File: config.mk
export PLATFORM = sky130hd
export DESIGN_NAME = length_prefix_deframer_core
export DESIGN_NICKNAME = d
export VERILOG_FILES = /design/src/rtl/ldf_pkg.sv /design/src/rtl/ldf_cfg_regs.sv /design/src/rtl/ldf_parser.sv /design/src/rtl/ldf_out_stage.sv /design/src/rtl/length_prefix_deframer_core.sv
export SDC_FILE = /design/constraint.sdc
export NUM_CORES = 1
export LEC_CHECK = 0
export CAP_MARGIN = 10
export CELL_PAD_IN_SITES_DETAIL_PLACEMENT = 1
export CELL_PAD_IN_SITES_GLOBAL_PLACEMENT = 1
export CORE_ASPECT_RATIO = 0.9
export CORE_MARGIN = 3
export CORE_UTILIZATION = 50
export DETAILED_ROUTE_END_ITERATION = 8
export DONT_BUFFER_PORTS = 1
export PLACE_DENSITY = 0.85
export SYNTH_ARGS = -nofsm -noshare
export SYNTH_HDL_FRONTEND = slang
export SYNTH_HIERARCHICAL = 1
export SYNTH_SLANG_ARGS = --single-unit
File: constraint.sdc
create_clock -name aclk -period 13.46 [get_ports aclk]
set_clock_uncertainty 0.2 [all_clocks]
set_input_delay 1.346 -clock aclk [delete_from_list [all_inputs] [get_ports aclk]]
set_output_delay 1.346 -clock aclk [all_outputs]
set_load 0.02 [all_outputs]
File: src/rtl/ldf_pkg.sv
// ----------------------------------------------------------------------------
// ldf_pkg
// Shared types and constants for the length-prefix deframer.
// ----------------------------------------------------------------------------
package ldf_pkg;

    // Octets in the big-endian length prefix (1 to 4).
    localparam int PREFIX_BYTES = 2;
    localparam int PCNT_W       = $clog2(PREFIX_BYTES + 1);
    localparam logic [PCNT_W-1:0] PCNT_LAST = PCNT_W'(PREFIX_BYTES - 1);

    localparam int BYTE_W = 8;
    localparam int LEN_W  = 16;
    // One extra bit holds the saturated value 65536.
    localparam int ACC_W  = LEN_W + 1;
    localparam logic [ACC_W-1:0] LEN_CAP = {1'b1, {LEN_W{1'b0}}};

    localparam int CFG_IDX_W = 1;
    localparam logic [CFG_IDX_W-1:0] REG_MIN_OCTETS = 1'b0;
    localparam logic [CFG_IDX_W-1:0] REG_MAX_OCTETS = 1'b1;

    localparam logic [LEN_W-1:0] MIN_OCTETS_RST = 16'd12;
    localparam logic [LEN_W-1:0] MAX_OCTETS_RST = 16'hFFFF;

    typedef enum logic [2:0] {
        PH_PREFIX = 3'b001,
        PH_BODY   = 3'b010,
        PH_FAILED = 3'b100
    } phase_t;

    typedef struct packed {
        logic [LEN_W-1:0] min_octets;
        logic [LEN_W-1:0] max_octets;
    } cfg_t;

    typedef struct packed {
        logic [BYTE_W-1:0] payload_byte;
        logic [LEN_W-1:0]  message_length;
        logic              last_of_message;
        logic              malformed_error;
    } result_t;

endpackage

File: src/rtl/ldf_cfg_regs.sv
// ----------------------------------------------------------------------------
// ldf_cfg_regs
// Minimum and maximum message length registers with their write channel.
// ----------------------------------------------------------------------------
module ldf_cfg_regs (
    input  logic                          aclk,
    input  logic                          aresetn,
    input  logic                          cfg_valid,
    output logic                          cfg_ready,
    input  logic [ldf_pkg::CFG_IDX_W-1:0] cfg_index,
    input  logic [ldf_pkg::LEN_W-1:0]     cfg_data,
    output ldf_pkg::cfg_t                 cfg
);
    import ldf_pkg::*;

    cfg_t cfg_reg;
    cfg_t cfg_next;

    assign cfg_ready = 1'b1;
    assign cfg       = cfg_reg;

    always_comb begin
        cfg_next = cfg_reg;
        if (cfg_valid) begin
            unique case (cfg_index)
                REG_MIN_OCTETS: cfg_next.min_octets = cfg_data;
                REG_MAX_OCTETS: cfg_next.max_octets = cfg_data;
                default:        cfg_next = cfg_reg;
            endcase
        end
    end

    always_ff @(posedge aclk) begin
        if (!aresetn) begin
            cfg_reg.min_octets <= MIN_OCTETS_RST;
            cfg_reg.max_octets <= MAX_OCTETS_RST;
        end else begin
            cfg_reg <= cfg_next;
        end
    end

endmodule

File: src/rtl/ldf_parser.sv
// ----------------------------------------------------------------------------
// ldf_parser
// Framing state: prefix collection, length check, body count and failure.
// ----------------------------------------------------------------------------
module ldf_parser (
    input  logic                       aclk,
    input  logic                       aresetn,
    input  logic                       step,
    input  logic [ldf_pkg::BYTE_W-1:0] in_byte,
    input  ldf_pkg::cfg_t              cfg,
    output logic                       has_result,
    output ldf_pkg::result_t           result
);
    import ldf_pkg::*;

    phase_t            phase_reg,    phase_next;
    logic [PCNT_W-1:0] pcnt_reg,     pcnt_next;
    logic [ACC_W-1:0]  acc_reg,      acc_next;
    logic [LEN_W-1:0]  decl_len_reg, decl_len_next;
    logic [LEN_W-1:0]  left_reg,     left_next;

    logic [ACC_W-1:0]  acc_shift;
    logic              len_bad;
    logic              body_last;

    // Shifting in another octet overflows 16 bits once the accumulator
    // already holds more than one octet's worth; clamp to the cap then.
    assign acc_shift = (acc_reg[ACC_W-1:BYTE_W] != '0) ? LEN_CAP
                     : {acc_reg[ACC_W-BYTE_W-1:0], in_byte};
    assign len_bad   = (acc_shift < {1'b0, cfg.min_octets})
                    || (acc_shift > {1'b0, cfg.max_octets});
    assign body_last = (left_reg <= LEN_W'(1));

    always_comb begin
        phase_next    = phase_reg;
        pcnt_next     = pcnt_reg;
        acc_next      = acc_reg;
        decl_len_next = decl_len_reg;
        left_next     = left_reg;
        has_result    = 1'b0;
        result        = '0;

        unique case (phase_reg)
            PH_FAILED: begin
                has_result = 1'b0;
            end
            PH_BODY: begin
                has_result             = 1'b1;
                result.payload_byte    = in_byte;
                result.message_length  = decl_len_reg;
                result.last_of_message = body_last;
                if (body_last) begin
                    left_next  = '0;
                    phase_next = PH_PREFIX;
                end else begin
                    left_next = left_reg - LEN_W'(1);
                end
            end
            default: begin
                // Prefix phase; an unused code behaves the same way.
                phase_next = PH_PREFIX;
                acc_next   = acc_shift;
                pcnt_next  = pcnt_reg + PCNT_W'(1);
                if (pcnt_reg == PCNT_LAST) begin
                    pcnt_next = '0;
                    acc_next  = '0;
                    if (len_bad) begin
                        decl_len_next = acc_shift[LEN_W] ? {LEN_W{1'b1}}
                                                         : acc_shift[LEN_W-1:0];
                        phase_next             = PH_FAILED;
                        has_result             = 1'b1;
                        result.message_length  = decl_len_next;
                        result.malformed_error = 1'b1;
                    end else begin
                        decl_len_next = acc_shift[LEN_W-1:0];
                        left_next     = acc_shift[LEN_W-1:0];
                        phase_next    = (acc_shift == '0) ? PH_PREFIX : PH_BODY;
                    end
                end
            end
        endcase
    end

    always_ff @(posedge aclk) begin
        if (!aresetn) begin
            phase_reg    <= PH_PREFIX;
            pcnt_reg     <= '0;
            acc_reg      <= '0;
            decl_len_reg <= '0;
            left_reg     <= '0;
        end else if (step) begin
            phase_reg    <= phase_next;
            pcnt_reg     <= pcnt_next;
            acc_reg      <= acc_next;
            decl_len_reg <= decl_len_next;
            left_reg     <= left_next;
        end
    end

endmodule

File: src/rtl/ldf_out_stage.sv
// ----------------------------------------------------------------------------
// ldf_out_stage
// Result register driving the result channel.
// ----------------------------------------------------------------------------
module ldf_out_stage (
    input  logic             aclk,
    input  logic             aresetn,
    input  logic             load,
    input  ldf_pkg::result_t result,
    output logic             out_free,
    output logic             m_valid,
    input  logic             m_ready,
    output ldf_pkg::result_t m_result
);
    import ldf_pkg::*;

    logic    valid_reg;
    logic    valid_next;
    result_t data_reg;

    // The register can take a new result when empty or when its current
    // result is transferred in this cycle.
    assign out_free   = !valid_reg || m_ready;
    assign valid_next = load || (valid_reg && !m_ready);
    assign m_valid    = valid_reg;
    assign m_result   = data_reg;

    always_ff @(posedge aclk) begin
        if (!aresetn) begin
            valid_reg <= 1'b0;
        end else begin
            valid_reg <= valid_next;
        end
    end

    always_ff @(posedge aclk) begin
        if (load) begin
            data_reg <= result;
        end
    end

endmodule

File: src/rtl/length_prefix_deframer_core.sv
// ----------------------------------------------------------------------------
// length_prefix_deframer_core
// Splits a byte stream into messages framed by a big-endian length prefix.
// ----------------------------------------------------------------------------
// Usage: bytes enter on s_stream_byte, one per transfer. Prefix bytes give
// no result; each body byte leaves on the m_ channel with the message
// length and a last-of-message flag. A length outside the configured
// minimum and maximum gives one result with m_malformed_error set, after
// which every byte is dropped until reset.
// The cfg_ channel writes the minimum (index 0) and maximum (index 1);
// writes are always accepted and should be made while the block is idle.
// Each accepted byte passes the input register, then the result register, on
// its way to m_. Throughput is one byte per cycle while m_ready stays high.
// When m_ready is low the result is held; the input register still drains
// bytes that give no result and stalls s_ready once a byte with a result
// has to wait. Reset clears the framing state, empties both registers and
// restores minimum 12 and maximum 65535.
// ----------------------------------------------------------------------------
module length_prefix_deframer_core (
    input  logic                          aclk,
    input  logic                          aresetn,
    input  logic                          s_valid,
    output logic                          s_ready,
    input  logic [ldf_pkg::BYTE_W-1:0]    s_stream_byte,
    output logic                          m_valid,
    input  logic                          m_ready,
    output logic [ldf_pkg::BYTE_W-1:0]    m_payload_byte,
    output logic [ldf_pkg::LEN_W-1:0]     m_message_length,
    output logic                          m_last_of_message,
    output logic                          m_malformed_error,
    input  logic                          cfg_valid,
    output logic                          cfg_ready,
    input  logic [ldf_pkg::CFG_IDX_W-1:0] cfg_index,
    input  logic [ldf_pkg::LEN_W-1:0]     cfg_data
);
    import ldf_pkg::*;

    logic              in_valid_reg;
    logic              in_valid_next;
    logic [BYTE_W-1:0] in_byte_reg;
    logic              s_xfer;
    logic              advance;
    logic              has_result;
    logic              out_free;
    cfg_t              cfg;
    result_t           result;
    result_t           m_result;

    assign advance       = in_valid_reg && (!has_result || out_free);
    assign s_ready       = !in_valid_reg || advance;
    assign s_xfer        = s_valid && s_ready;
    assign in_valid_next = s_xfer || (in_valid_reg && !advance);

    always_ff @(posedge aclk) begin
        if (!aresetn) begin
            in_valid_reg <= 1'b0;
        end else begin
            in_valid_reg <= in_valid_next;
        end
    end

    always_ff @(posedge aclk) begin
        if (s_xfer) begin
            in_byte_reg <= s_stream_byte;
        end
    end

    ldf_cfg_regs u_cfg (
        .aclk      (aclk),
        .aresetn   (aresetn),
        .cfg_valid (cfg_valid),
        .cfg_ready (cfg_ready),
        .cfg_index (cfg_index),
        .cfg_data  (cfg_data),
        .cfg       (cfg)
    );

    ldf_parser u_parser (
        .aclk       (aclk),
        .aresetn    (aresetn),
        .step       (advance),
        .in_byte    (in_byte_reg),
        .cfg        (cfg),
        .has_result (has_result),
        .result     (result)
    );

    ldf_out_stage u_out (
        .aclk     (aclk),
        .aresetn  (aresetn),
        .load     (advance && has_result),
        .result   (result),
        .out_free (out_free),
        .m_valid  (m_valid),
        .m_ready  (m_ready),
        .m_result (m_result)
    );

    assign m_payload_byte    = m_result.payload_byte;
    assign m_message_length  = m_result.message_length;
    assign m_last_of_message = m_result.last_of_message;
    assign m_malformed_error = m_result.malformed_error;

endmodule

==> results.cfg <==
[synth]
netlist_instances = 684
ys_top_cells_by_area = dfxtp_1, edfxtp_1, ha_1
synth_top_area_share_pct = 28.2
muxShareOfSynthArea_pct = 2.24
synth_common_cells = dfxtp_1, nand2_1, nor2_1
synthDistinctLibCells = 70
yosysSeqAreaShare_pct = 44.6
synth_fa_ha_area_share_pct = 6.21
synth_top_family_by_area = simple AND/OR/NAND/NOR gates
synth_edf_count = 34
synth-simple-area-share_pct = 21.3
yosysMostFrequentCell = dfxtp_1
netlist_area_um2 = 6250
synth_top_cell_by_area = dfxtp_1
postSynthNetCount = 745
synth-main-ff-cell = dfxtp_1
synthXorXnorAreaFrac_pct = 1.54
synth_async_sr_flop_share_pct = 0
syn_avg_cell_area_um2 = 9.13
synth-compound-area-share_pct = 17.2
ys_seq_elements = 122
synth_warnings = 6

[die]
start_util_pct = 51.5
dieArea_um2 = 13900
die_width_um = 124
core_area_um2 = 12100
dieHeight_um = 112
io_pins = 59
row_count = 38

[clocking]
post_cts_resize_count = 0
cts-root-buf = clkbuf_16
cts_made_buffers = 17
clk_latency_ns = 0.42
cts_tree = done
post-cts-setup-buffers = 0
cts_htree_levels = 4
clk_path_buf_depth = 2
clock-sinks = 122
clk_pin_slew_ns = 0.06
hold_buffers = 0

[route]
wirelength_mm = 18.2
drt_iter0_markers = 435
vias = 5129
drt-met1-wl_mm = 7.83
wl_met3_mm = 1.20
drc = 0
routed_via_density = 6.12
wl_met2_mm = 8.61
wl_per_cell_um = 21.7
top_layer = met4
drt_pass1_iterations = 5
final_antenna_net_count = 0

[pwr]
p_seq_share_pct = 40.6
switching_share_pct = 27.6
intPower_w = 0.000732
ir_worst_vdd_v = 0.0000824
combinationalPowerShare_pct = 13.3
p_leak_nw = 2.81
clockPowerShare_pct = 46.0
power_density_nw_per_um2 = 147
p_switching_w = 0.000279

[sta]
slew_viol_final = 0
hold_viol_final = 0
finalSetupViolations = 0
worst_slew_pin_slew_ns = 0.879
slew_headroom_pct = 41.4
max_freq_mhz = 141
rsz0062_at_grt = false
fin_ws_ns = 6.38
period_share_pct = 52.6
setup_tns_ns = 0
fin_crit_ns = 7.08

[critical_path]
cp_cell_sequence = nor4_4, and3_1, and2_1, ha_1, a21oi_1, a21oi_1, o21ai_0, a31oi_1, o32a_4, nor3_4, a211o_4, nand2_1, a21boi_0, and2_1, nand2_1, nor2_4, nor2_1, a211oi_1
critPathArrivalTime_ns = 7.19
cp-start-kind = flop
path_class = flop to flop
cp_data_required_time_ns = 13.57
cp_slowest_cell = nor2_4
path_max_fanout = 34
endpoint_kind = flop
crit_path_max_incr_delay_ns = 0.80

[layout]
drive_gt1_share_pct = 8.55
n_fill_cell = 1359
syn_to_final_growth_pct = 9.76
diodes = 0
final_area_um2 = 6860
nets = 726
largest_reg_flops = 32

[grt]
grt_max_degree = 53
grt_remaining_overflow = 0
grt_pass1_vias = 5277
grt_antenna_before_repair = 0
grt_pass1_wl_mm = 29.0
grt_use_total_pct = 27.2

[placed_design]
finalWeightedCongestion = 0.878
pre_cts_ws_ns = 6.28
numPortBuffers = 0
hpwl_mm = 12.2
placed_area_um2 = 6250

[worst_hold_path]
hold_path.class = flop to flop

[outcome]
outcome = complete, no violations

[job]
drv_cap = 0
==> cell families (layout without fill, tap and decap cells) <==
family | Yosys count | in the layout
DFF | 122 | 122
other | 1 | 1
adders and majority gates | 31 | 31
muxes | 14 | 14
buffers and inverters | 96 | 90
xor gates and xnor gates | 11 | 11
AOI/OAI and AO/OA | 150 | 150
and+or+nand+nor | 259 | 259
==> through the flow <==
| step | util [%] | hold slack (ns) | total power, W | cells |
|---|---|---|---|---|
| detailed placement | 51.5 | 0.223 | 0.000546 | 806 |
| global route | 56.5 | 0.255 | 0.00105 | 838 |
| global placement | 51.5 | 0.213 | 0.000539 | 806 |
| finish | 56.5 | 0.231 | 0.00101 | 838 |
| CTS | 56.5 | 0.228 | 0.00101 | 838 |
| floorplan | - | 0.207 | 0.000516 | 684 |
==> power groups by stage <==
stage	clock, W	combinational [W]	sequential (W)
floorplan	0	0.000104	0.000411
global placement	0	0.000123	0.000416
detailed placement	0	0.000129	0.000418
CTS	0.000472	0.000133	0.000410
global route	0.000491	0.000149	0.000412
finish	0.000465	0.000135	0.000411
==> cells in the final DEF, fill, tap and decap left out, types with 8 or more instances in the layout <==
cell	n
nor4_1	8
o21ai_1	8
dfxtp_1	88
inv_1	54
nand3_1	35
mux2i_1	14
clkbuf_16	17
xor2_1	9
a21oi_1	28
o211ai_1	21
edfxtp_1	34
nor3_1	9
a211oi_1	20
and2_1	18
nor2_1	63
a22oi_1	15
ha_1	31
and3_1	13
nand2_1	73
o21ai_0	25
==> final timing paths <==
path	slack, ns	startpoint	cells past startpoint	end
setup / recovery	6.38	u_parser/acc_reg[15]$_SDFFE_PN0P_	18	u_parser/decl_len_reg[11]$_SDFFE_PN0P_
hold / removal	0.23	u_parser/pcnt_reg[1]$_SDFFE_PN0P_	2	u_parser/pcnt_reg[1]$_SDFFE_PN0P_
setup reg to reg	6.38	u_parser/acc_reg[15]$_SDFFE_PN0P_	18	u_parser/decl_len_reg[11]$_SDFFE_PN0P_
hold reg to reg	0.23	u_parser/pcnt_reg[1]$_SDFFE_PN0P_	2	u_parser/pcnt_reg[1]$_SDFFE_PN0P_
==> critical path, delay by kind of cell, from the launching register on <==
kind / cells / cell delay [ns]
compound gates: 8 / 1.83
fa+ha+maj: 1 / 0.32
simple gates: 9 / 4.25
flops: 1 / 0.33
==> layout make-up <==
| type | count | area, µm² | area share, % |
|---|---|---|---|
| flip-flops and latches | 122 | 2780 | 40.6 |
| clock inverters | 14 | 171 | 2.50 |
| multi-input cells | 466 | 3040 | 44.4 |
| clock buffers | 18 | 429 | 6.26 |
| repair buffers | 3 | 22.5 | 0.329 |
| well taps | 160 | 200 | 2.92 |
| inverters | 55 | 206 | 3.01 |
==> metal layers <==
metal	vias up	track usage (%)
met5	-	0
met4	0	10.2
met3	44	7.86
met2	176	42.8
met1	2514	35.2
li1	2395	-
Power figures use the tool's default switching activity.
